**src/hdl/tfsjc_pkg.sv**
```systemverilog
// ============================================================================
// Trigger feed sequencer package
// Item formats, mode codes, switch and register codes, and fixed constants
// shared by the sequencer RTL.
// ============================================================================
`default_nettype none

package tfsjc_pkg;

  // operating modes
  typedef enum logic [2:0] {
    MODE_STOP  = 3'd0,
    MODE_PREP  = 3'd1,
    MODE_READY = 3'd2,
    MODE_SHOOT = 3'd3,
    MODE_JAM   = 3'd4
  } mode_e;

  // item opcodes
  localparam logic OP_INIT = 1'b0;
  localparam logic OP_TICK = 1'b1;

  // shoot switch codes; anything else is off
  localparam logic [1:0] SW_WARM = 2'd1;
  localparam logic [1:0] SW_FIRE = 2'd2;

  // register map (word index)
  localparam int unsigned CFG_ADDR_W = 5;
  localparam logic [2:0] REG_FRICTION_SPEED    = 3'd0;
  localparam logic [2:0] REG_BULLET_ANGLE      = 3'd1;
  localparam logic [2:0] REG_ANGLE_TOLERANCE   = 3'd2;
  localparam logic [2:0] REG_POS_GAIN          = 3'd3;
  localparam logic [2:0] REG_MAX_TRIGGER_SPEED = 3'd4;
  localparam logic [2:0] REG_BLOCK_SPEED       = 3'd5;
  localparam logic [2:0] REG_JAM_TICKS         = 3'd6;
  localparam logic [2:0] REG_REVERSE_TICKS     = 3'd7;

  // register reset values
  localparam logic [14:0] FRICTION_SPEED_RST    = 15'd6000;
  localparam logic [19:0] BULLET_ANGLE_RST      = 20'd103680;
  localparam logic [15:0] ANGLE_TOLERANCE_RST   = 16'd3200;
  localparam logic [15:0] POS_GAIN_RST          = 16'd960;
  localparam logic [14:0] MAX_TRIGGER_SPEED_RST = 15'd10000;
  localparam logic [14:0] BLOCK_SPEED_RST       = 15'd100;
  localparam logic [15:0] JAM_TICKS_RST         = 16'd500;
  localparam logic [15:0] REVERSE_TICKS_RST     = 16'd100;

  // one turn is 23040 units of 1/64 degree
  localparam logic signed [16:0] HALF_TURN = 17'sd11520;
  localparam logic signed [16:0] FULL_TURN = 17'sd23040;

  // friction wheels count as up to speed inside this window
  localparam logic [17:0] FRICTION_WINDOW = 18'd500;

  // trigger command while clearing a jam
  localparam logic signed [15:0] JAM_TRIGGER_CMD = -16'sd300;

  // P path: error magnitude capped at 2^28 keeps the quotient at its cap
  localparam int unsigned MAG_BITS   = 29;
  localparam int unsigned GAIN_SHIFT = 12;
  localparam int unsigned PROD_BITS  = MAG_BITS + 16;
  localparam logic [16:0] PCMD_CAP   = 17'd65536;

  typedef struct packed {
    logic               op;
    logic        [1:0]  switch_pos;
    logic        [14:0] raw_angle;
    logic signed [15:0] trigger_speed;
    logic signed [15:0] left_speed;
    logic signed [15:0] right_speed;
  } in_item_t;

  typedef struct packed {
    logic        [14:0] left_cmd;
    logic signed [15:0] right_cmd;
    logic signed [15:0] trigger_cmd;
    logic        [2:0]  mode;
  } out_item_t;

endpackage

`default_nettype wire

```
**src/hdl/trigger_feed_sequencer_with_jam_clear_top.sv**
```systemverilog
// Path: stages A to D, with a low out_ready_i stalling them. Throughput: one word
// per cycle while not stalled; the mode/angle state closes its loop in a single
// stage, the proportional multiply and the clamp sit in stages after it.
// Reset: asynchronous, active low; mode stop, angles and timers zero, all
// registers at their default values; no clearing pass.
// ============================================================================
// Trigger feed sequencer with jam clear
// Unwraps the trigger angle, runs the stop/prepare/ready/shoot/jammed modes,
// and produces friction wheel setpoints and a clamped P trigger command.
// ============================================================================
`default_nettype none

module trigger_feed_sequencer_with_jam_clear_top #(
  parameter int unsigned ANGLE_WIDTH = 40,
  parameter int unsigned TIMER_WIDTH = 16
) (
  input  wire logic                  clk_i,
  input  wire logic                  rst_ni,
  // input words
  input  wire logic                  in_valid_i,
  output logic                       in_ready_o,
  input  wire tfsjc_pkg::in_item_t   in_data_i,
  // result words
  output logic                       out_valid_o,
  input  wire logic                  out_ready_i,
  output tfsjc_pkg::out_item_t       out_data_o,
  // register port
  input  wire logic                  psel,
  input  wire logic                  penable,
  input  wire logic                  pwrite,
  input  wire logic [4:0]            paddr,
  input  wire logic [31:0]           pwdata,
  output logic [31:0]                prdata,
  output logic                       pready
);
  import tfsjc_pkg::*;

  localparam int unsigned AW = ANGLE_WIDTH;
  localparam int unsigned TW = TIMER_WIDTH;
  localparam int unsigned CW = (TW > 16) ? TW : 16;
  localparam int unsigned MW = (AW > MAG_BITS) ? AW : MAG_BITS;

  // --------------------------------------------------------------------------
  // Register port
  // --------------------------------------------------------------------------
  logic [14:0] friction_speed_q;
  logic [19:0] bullet_angle_q;
  logic [15:0] angle_tolerance_q;
  logic [15:0] pos_gain_q;
  logic [14:0] max_trigger_speed_q;
  logic [14:0] block_speed_q;
  logic [15:0] jam_ticks_q;
  logic [15:0] reverse_ticks_q;
  logic        cfg_write;
  logic [2:0]  cfg_index;

  assign pready    = 1'b1;
  assign cfg_write = psel && penable && pwrite && pready;
  assign cfg_index = paddr[4:2];

  // write the selected register
  always_ff @(posedge clk_i or negedge rst_ni) begin
    if (!rst_ni) begin
      friction_speed_q    <= FRICTION_SPEED_RST;
      bullet_angle_q      <= BULLET_ANGLE_RST;
      angle_tolerance_q   <= ANGLE_TOLERANCE_RST;
      pos_gain_q          <= POS_GAIN_RST;
      max_trigger_speed_q <= MAX_TRIGGER_SPEED_RST;
      block_speed_q       <= BLOCK_SPEED_RST;
      jam_ticks_q         <= JAM_TICKS_RST;
      reverse_ticks_q     <= REVERSE_TICKS_RST;
    end else if (cfg_write) begin
      case (cfg_index)
        REG_FRICTION_SPEED:    friction_speed_q    <= pwdata[14:0];
        REG_BULLET_ANGLE:      bullet_angle_q      <= pwdata[19:0];
        REG_ANGLE_TOLERANCE:   angle_tolerance_q   <= pwdata[15:0];
        REG_POS_GAIN:          pos_gain_q          <= pwdata[15:0];
        REG_MAX_TRIGGER_SPEED: max_trigger_speed_q <= pwdata[14:0];
        REG_BLOCK_SPEED:       block_speed_q       <= pwdata[14:0];
        REG_JAM_TICKS:         jam_ticks_q         <= pwdata[15:0];
        REG_REVERSE_TICKS:     reverse_ticks_q     <= pwdata[15:0];
        default: ;
      endcase
    end
  end

  // read back
  always_comb begin
    case (cfg_index)
      REG_FRICTION_SPEED:    prdata = {17'd0, friction_speed_q};
      REG_BULLET_ANGLE:      prdata = {12'd0, bullet_angle_q};
      REG_ANGLE_TOLERANCE:   prdata = {16'd0, angle_tolerance_q};
      REG_POS_GAIN:          prdata = {16'd0, pos_gain_q};
      REG_MAX_TRIGGER_SPEED: prdata = {17'd0, max_trigger_speed_q};
      REG_BLOCK_SPEED:       prdata = {17'd0, block_speed_q};
      REG_JAM_TICKS:         prdata = {16'd0, jam_ticks_q};
      REG_REVERSE_TICKS:     prdata = {16'd0, reverse_ticks_q};
      default:               prdata = 32'd0;
    endcase
  end

  // --------------------------------------------------------------------------
  // Pipeline flow control: A input, B state update, C multiply, D result
  // --------------------------------------------------------------------------
  logic a_valid_q, b_valid_q, c_valid_q, out_valid_q;
  logic d_ready, c_ready, b_ready, a_ready;
  logic adv_b, adv_c, adv_d;

  assign d_ready = !out_valid_q || out_ready_i;
  assign c_ready = !c_valid_q || d_ready;
  assign b_ready = !b_valid_q || c_ready;
  assign a_ready = !a_valid_q || b_ready;
  assign adv_b   = a_valid_q && b_ready;
  assign adv_c   = b_valid_q && c_ready;
  assign adv_d   = c_valid_q && d_ready;

  assign in_ready_o  = a_ready;
  assign out_valid_o = out_valid_q;

  // advance valid flags
  always_ff @(posedge clk_i or negedge rst_ni) begin
    if (!rst_ni) begin
      a_valid_q   <= 1'b0;
      b_valid_q   <= 1'b0;
      c_valid_q   <= 1'b0;
      out_valid_q <= 1'b0;
    end else begin
      if (a_ready) a_valid_q   <= in_valid_i;
      if (b_ready) b_valid_q   <= a_valid_q;
      if (c_ready) c_valid_q   <= b_valid_q;
      if (d_ready) out_valid_q <= c_valid_q;
    end
  end

  // --------------------------------------------------------------------------
  // Stage A: input register
  // --------------------------------------------------------------------------
  in_item_t a_q;

  always_ff @(posedge clk_i) begin
    if (a_ready && in_valid_i) begin
      a_q <= in_data_i;
    end
  end

  // --------------------------------------------------------------------------
  // Stage B: unwrap angle, run the mode machine, pick the position error
  // --------------------------------------------------------------------------
  mode_e          mode_q, mode_d;
  logic           fire_seen_q, fire_seen_d;
  logic [14:0]    prev_angle_q, prev_angle_d;
  logic [AW-1:0]  total_q, total_d;
  logic [AW-1:0]  target_q, target_d;
  logic [TW-1:0]  stall_q, stall_d;
  logic [TW-1:0]  reverse_q, reverse_d;
  logic           tgt_step, tgt_sync;

  logic               sw_warm, sw_fire, sw_on;
  logic signed [16:0] delta_raw, delta;
  logic [AW-1:0]      total_tick;
  logic [AW-1:0]      err_raw, em_mag;
  logic               em_neg, em_lt_tol, em_gt_tol;
  logic signed [16:0] tspd_ext;
  logic [16:0]        tspd_abs;
  logic signed [17:0] dl, dr;
  logic [17:0]        dl_abs, dr_abs;
  logic               fric_ok, stalled;

  assign sw_warm = (a_q.switch_pos == SW_WARM);
  assign sw_fire = (a_q.switch_pos == SW_FIRE);
  assign sw_on   = sw_warm || sw_fire;

  // unwrap: shortest step between consecutive wrapped angles
  always_comb begin
    delta_raw = $signed({2'b00, a_q.raw_angle}) - $signed({2'b00, prev_angle_q});
    if (delta_raw < -HALF_TURN) begin
      delta = delta_raw + FULL_TURN;
    end else if (delta_raw > HALF_TURN) begin
      delta = delta_raw - FULL_TURN;
    end else begin
      delta = delta_raw;
    end
  end

  assign total_tick = total_q + {{(AW-17){delta[16]}}, delta};

  // error against the held target, as sign and magnitude
  assign err_raw   = target_q - total_tick;
  assign em_neg    = err_raw[AW-1];
  assign em_mag    = em_neg ? (~err_raw + 1'b1) : err_raw;
  assign em_lt_tol = em_mag < AW'(angle_tolerance_q);
  assign em_gt_tol = em_mag > AW'(angle_tolerance_q);

  // stall detect on trigger speed
  assign tspd_ext = 17'(a_q.trigger_speed);
  assign tspd_abs = tspd_ext[16] ? 17'(-tspd_ext) : 17'(tspd_ext);
  assign stalled  = em_gt_tol && (tspd_abs < {2'b00, block_speed_q});

  // friction wheels at speed
  assign dl      = 18'(a_q.left_speed) - $signed({3'b000, friction_speed_q});
  assign dr      = 18'(a_q.right_speed) + $signed({3'b000, friction_speed_q});
  assign dl_abs  = dl[17] ? 18'(-dl) : 18'(dl);
  assign dr_abs  = dr[17] ? 18'(-dr) : 18'(dr);
  assign fric_ok = (dl_abs < FRICTION_WINDOW) && (dr_abs < FRICTION_WINDOW);

  // next state
  always_comb begin
    mode_d       = mode_q;
    fire_seen_d  = fire_seen_q;
    prev_angle_d = prev_angle_q;
    total_d      = total_q;
    target_d     = target_q;
    stall_d      = stall_q;
    reverse_d    = reverse_q;
    tgt_step     = 1'b0;
    tgt_sync     = 1'b0;
    if (a_q.op == OP_INIT) begin
      prev_angle_d = a_q.raw_angle;
      total_d      = AW'(a_q.raw_angle);
      target_d     = AW'(a_q.raw_angle);
    end else begin
      prev_angle_d = a_q.raw_angle;
      total_d      = total_tick;
      fire_seen_d  = sw_fire;
      case (mode_q)
        MODE_STOP: begin
          stall_d = '0;
          if (sw_warm) mode_d = MODE_PREP;
        end
        MODE_PREP: begin
          if (fric_ok) begin
            mode_d = MODE_READY;
          end else if (!sw_warm) begin
            mode_d = MODE_STOP;
          end
        end
        MODE_READY: begin
          stall_d = '0;
          if (sw_fire && !fire_seen_q) begin
            mode_d   = MODE_SHOOT;
            target_d = total_tick + AW'(bullet_angle_q);
            tgt_step = 1'b1;
          end else if (!sw_on) begin
            mode_d = MODE_STOP;
          end
        end
        MODE_SHOOT: begin
          if (em_lt_tol) mode_d = MODE_READY;
          if (stalled) begin
            stall_d = (&stall_q) ? stall_q : stall_q + 1'b1;
          end else begin
            stall_d = '0;
          end
          if (CW'(stall_d) > CW'(jam_ticks_q)) begin
            mode_d    = MODE_JAM;
            reverse_d = '0;
          end
          if (!sw_on) mode_d = MODE_STOP;
        end
        MODE_JAM: begin
          reverse_d = (&reverse_q) ? reverse_q : reverse_q + 1'b1;
          if (CW'(reverse_d) > CW'(reverse_ticks_q)) begin
            mode_d   = MODE_READY;
            target_d = total_tick;
            tgt_sync = 1'b1;
          end
          if (!sw_on) mode_d = MODE_STOP;
        end
        default: begin
          mode_d = MODE_STOP;
        end
      endcase
    end
  end

  // error seen by the P path after this word, capped to the multiplier width
  logic [AW-1:0]       out_mag;
  logic                out_neg;
  logic [MW-1:0]       out_mag_ext;
  logic [MAG_BITS-1:0] out_mag_cap;

  always_comb begin
    if ((a_q.op == OP_INIT) || tgt_sync) begin
      out_mag = '0;
      out_neg = 1'b0;
    end else if (tgt_step) begin
      out_mag = AW'(bullet_angle_q);
      out_neg = 1'b0;
    end else begin
      out_mag = em_mag;
      out_neg = em_neg;
    end
    out_mag_ext = MW'(out_mag);
    if (|out_mag_ext[MW-1:MAG_BITS-1]) begin
      out_mag_cap = {1'b1, {(MAG_BITS-1){1'b0}}};
    end else begin
      out_mag_cap = out_mag_ext[MAG_BITS-1:0];
    end
  end

  // hold the sequencer state
  always_ff @(posedge clk_i or negedge rst_ni) begin
    if (!rst_ni) begin
      mode_q       <= MODE_STOP;
      fire_seen_q  <= 1'b0;
      prev_angle_q <= '0;
      total_q      <= '0;
      target_q     <= '0;
      stall_q      <= '0;
      reverse_q    <= '0;
    end else if (adv_b) begin
      mode_q       <= mode_d;
      fire_seen_q  <= fire_seen_d;
      prev_angle_q <= prev_angle_d;
      total_q      <= total_d;
      target_q     <= target_d;
      stall_q      <= stall_d;
      reverse_q    <= reverse_d;
    end
  end

  logic                b_neg_q;
  logic [MAG_BITS-1:0] b_mag_q;
  mode_e               b_mode_q;

  always_ff @(posedge clk_i) begin
    if (adv_b) begin
      b_neg_q  <= out_neg;
      b_mag_q  <= out_mag_cap;
      b_mode_q <= mode_d;
    end
  end

  // --------------------------------------------------------------------------
  // Stage C: error times gain
  // --------------------------------------------------------------------------
  logic                 c_neg_q;
  logic [PROD_BITS-1:0] c_prod_q;
  mode_e                c_mode_q;

  always_ff @(posedge clk_i) begin
    if (adv_c) begin
      c_neg_q  <= b_neg_q;
      c_prod_q <= PROD_BITS'(b_mag_q) * PROD_BITS'(pos_gain_q);
      c_mode_q <= b_mode_q;
    end
  end

  // --------------------------------------------------------------------------
  // Stage D: floor shift, clamp per mode, build the result word
  // --------------------------------------------------------------------------
  localparam int unsigned QW = PROD_BITS - GAIN_SHIFT;

  logic [QW-1:0]      q_trunc, q_round;
  logic [16:0]        q_cap, lim, q_lim;
  logic signed [15:0] trig_cmd;
  logic [14:0]        left_cmd;
  out_item_t          out_d, out_q;

  // floor toward minus infinity for negative errors
  assign q_trunc = c_prod_q[PROD_BITS-1:GAIN_SHIFT];
  assign q_round = q_trunc + QW'(c_neg_q && (|c_prod_q[GAIN_SHIFT-1:0]));
  assign q_cap   = (q_round > QW'(PCMD_CAP)) ? PCMD_CAP : q_round[16:0];
  assign lim     = {2'b00, max_trigger_speed_q};
  assign q_lim   = (q_cap > lim) ? lim : q_cap;

  always_comb begin
    case (c_mode_q)
      MODE_PREP: begin
        if (!c_neg_q) begin
          trig_cmd = (q_cap > 17'd32767) ? 16'sd32767 : $signed(q_cap[15:0]);
        end else begin
          trig_cmd = (q_cap > 17'd32768) ? -16'sd32768 : $signed(16'(-q_cap));
        end
      end
      MODE_READY, MODE_SHOOT: begin
        trig_cmd = c_neg_q ? $signed(16'(-q_lim)) : $signed(q_lim[15:0]);
      end
      MODE_JAM: begin
        trig_cmd = JAM_TRIGGER_CMD;
      end
      default: begin
        trig_cmd = 16'sd0;
      end
    endcase
  end

  assign left_cmd = (c_mode_q == MODE_STOP) ? 15'd0 : friction_speed_q;

  always_comb begin
    out_d.left_cmd    = left_cmd;
    out_d.right_cmd   = $signed(16'(-{1'b0, left_cmd}));
    out_d.trigger_cmd = trig_cmd;
    out_d.mode        = c_mode_q;
  end

  // load the result register
  always_ff @(posedge clk_i) begin
    if (adv_d) begin
      out_q <= out_d;
    end
  end

  assign out_data_o = out_q;

endmodule

`default_nettype wire
```
**config.mk**
```make
export PLATFORM = sky130hd
export DESIGN_NAME = trigger_feed_sequencer_with_jam_clear_top
export DESIGN_NICKNAME = d
export VERILOG_FILES = /design/src/hdl/tfsjc_pkg.sv /design/src/hdl/trigger_feed_sequencer_with_jam_clear_top.sv
export SDC_FILE = /design/constraint.sdc
export NUM_CORES = 2
export LEC_CHECK = 0
export BUFFER_PORTS_ARGS = -buffer_cell sky130_fd_sc_hd__buf_2
export CAP_MARGIN = 0
export CORE_ASPECT_RATIO = 0.6
export CORE_MARGIN = 2
export CORE_UTILIZATION = 58
export DETAILED_ROUTE_END_ITERATION = 6
export GPL_TIMING_DRIVEN = 0
export PLACE_DENSITY = 0.76
export SYNTH_ARGS = -nofsm -noshare
export SYNTH_HDL_FRONTEND = slang
export SYNTH_SLANG_ARGS = --single-unit
export TNS_END_PERCENT = 100
```
**constraint.sdc**
```tcl
create_clock -name clk_i -period 17.5 [get_ports clk_i]
set_clock_uncertainty 0.1 [all_clocks]
set_input_delay 3.5 -clock clk_i [delete_from_list [all_inputs] [get_ports clk_i]]
set_output_delay 3.5 -clock clk_i [all_outputs]
set_load 0.02 [all_outputs]
```
==> reports/metrics.cfg <==
[synth]
synth_area_leader_cell=fa_1
postSynthAreaPerCell_sq_um=8.904
ys_ff_latch=461
synth_edf_count=197
synth_flop_cell=dfrtp_1
yosysSeqAreaShare_pct=26.74
yosysWarnings=0
yosysMostFrequentCell=nand2_1
synth_commonest_cells=nand2_1 (736), inv_1 (616), fa_1 (382), ha_1 (347), o21ai_0 (341)
syn-cell-area_sq_um=47000
synth.area.top_cells=fa_1 (16%), edfxtp_1 (13%), dfrtp_1 (12%)
synthDistinctLibCells=103
synth_top_area_share_pct=16.27
netlist_instances=5279
synthArstFlopShare_pct=57.27

[clock_network]
root_buffer=clkbuf_16
cts_htree_levels=2
ctsLongestPathBuffers=3
cts_buffers=49
cts_tree=built
numClockSinks=461
clk_pin_slew_ps=60
worstSkewPairLatency_ps=630

[sta]
rsz0062_at_grt=false
finalCritPeriodShare_pct=93.40
setup_violations=0
final.min_clock_period_ps=16350
hold_viol=0
max_slew_margin_pct=6.578
worst_pin_slew_ps=1396
tns_ps=0
max_freq_ghz=0.06118
hold_slack_ps=386.5
drv_slew=0

[placement]
dp_hpwl_um=117000
globalplace.congestion=1.014
place_inst=6528
postPlaceCellArea_sq_um=49350
port_buffers=167

[worst_setup_path]
worst-path-max-fanout=10
cp.arrival_ps=16780
required_ps=17940
worstSetupPathType=reg -> reg
start_kind=flop
reg2reg_slack_ps=1150
critPathSlowestCell=edfxtp_1
critPathMaxStageDelay_ps=520
end_kind=flop

[floorplan]
die_x_um=371.5
die_h_um=224.5
coreArea_sq_um=79880
die_area_sq_um=83410
initial_core_util_pct=58.85
ios=195
rows=80

[min_path]
hp-class=reg -> reg

[final_layout]
nNetsFinal=6351
areaGrowthSynthToFinish_pct=8.739
drive_gt1_share_pct=8.393
stdcell_area_sq_um=51110
instances_no_fill=6620

[outcome]
outcome=finished clean

[global_route]
grt_pass1_wl_um=227100
grt_max_degree=112
overflow=0
grt_usage_pct=35.30
grt_antenna_before_repair=2
grt_pass1_vias=39086

[detailed_routing]
wl_per_cell_um=22.09
vias_per_cell=6.132
drc_errors=0
drt_iter0_markers=4442
ant_nets=0
first_pass_iters=6
vias=40591
routed_wirelength_um=146200

[flow_run]
max_cap_violations=0

state kept, by name, indices dropped and copies added (netlist names), 20 cells and up:
| name | count |
|---|---|
| a_q | 51 |
| out_data_o | 49 |
| c_prod_q | 45 |
| target_q | 40 |
| total_q | 40 |
| b_mag_q | 29 |
| bullet_angle_q | 20 |
cells in the final DEF, fill, tap and decap left out, drive strengths merged, types with 69 or more instances in the layout:
cell type  Yosys  layout
a21o          88      88
a21oi        243     243
and2         184     184
buf           36     208
clkbuf       190     254
dfrtp        228     228
edfxtp       197     197
fa           382     382
ha           347     347
inv          616     624
mux2          69      69
nand2        736     736
nand3        103     103
nor2         301     301
nor3         111     111
o21ai        344     344
xnor2        187     187
xor2          87      87
worst paths after layout:
path,cells after the start,endpoint,from
hold reg to reg,2,target_q[37],target_q[37]
min in group asynchronous,1,total_q[38],rst_ni
max in group asynchronous,3,max_trigger_speed_q[10],rst_ni
setup / recovery,73,mode_q[0],prev_angle_d[0]
setup reg to reg,73,mode_q[0],prev_angle_d[0]
hold / removal,2,target_q[37],target_q[37]
kinds of logic (layout without fill, tap and decap cells):
kind of cell    after synthesis  in the layout  synth area share [%]
fa+ha+maj                   733            733                 25.59
other cells                   2             15               0.01598
simple gates               1786           1786                 18.18
buf+inv                     842           1104                 6.937
flops                       461            461                 26.74
mux                         120            120                 3.005
xor+xnor                    275            275                 5.169
compound gates             1060           1060                 14.37
critical path: cells and delay by family (launching register included):
kind / cells / cell delay, ps
xor+xnor: 2 / 440
fa+ha+maj: 7 / 2160
compound gates: 39 / 8130
buf+inv: 10 / 2020
flops: 1 / 520
simple gates: 15 / 2880
repair_timing:
action                     in CTS  in global routing
buffers inserted                0                  0
resized for setup               0                  7
hold buffers                    0                  0
setup endpoints to repair       0                 22
final cells by class:
cell class | instances | area [sq um]
clock buffer | 65 | 1444
inverter | 616 | 2312
tap | 1066 | 1334
antenna | 2 | 5.005
multi-input combinational | 3987 | 31260
buffer | 225 | 947.2
clock inverter | 26 | 286.5
sequential | 461 | 12570
timing repair buffer | 172 | 960.9
fill | 6711 | 28770
stage by stage:
stage	worst slack [ps]	utilization, %
finish	1155	63.99
global route	56.62	63.98
CTS	819.3	63.95
detailed placement	951.3	61.79
global placement	1174	61.61
floorplan	3946	-
layer usage:
metal	global-route usage (%)	wire [um]
met1	54.23	66250
met5	0	0
met3	10.56	18980
met4	6.985	3052
met2	49.04	57930
Power is left out: the tool's default activity adds up to more than one toggle a clock period on the data nets, which glitch-free logic cannot reach.
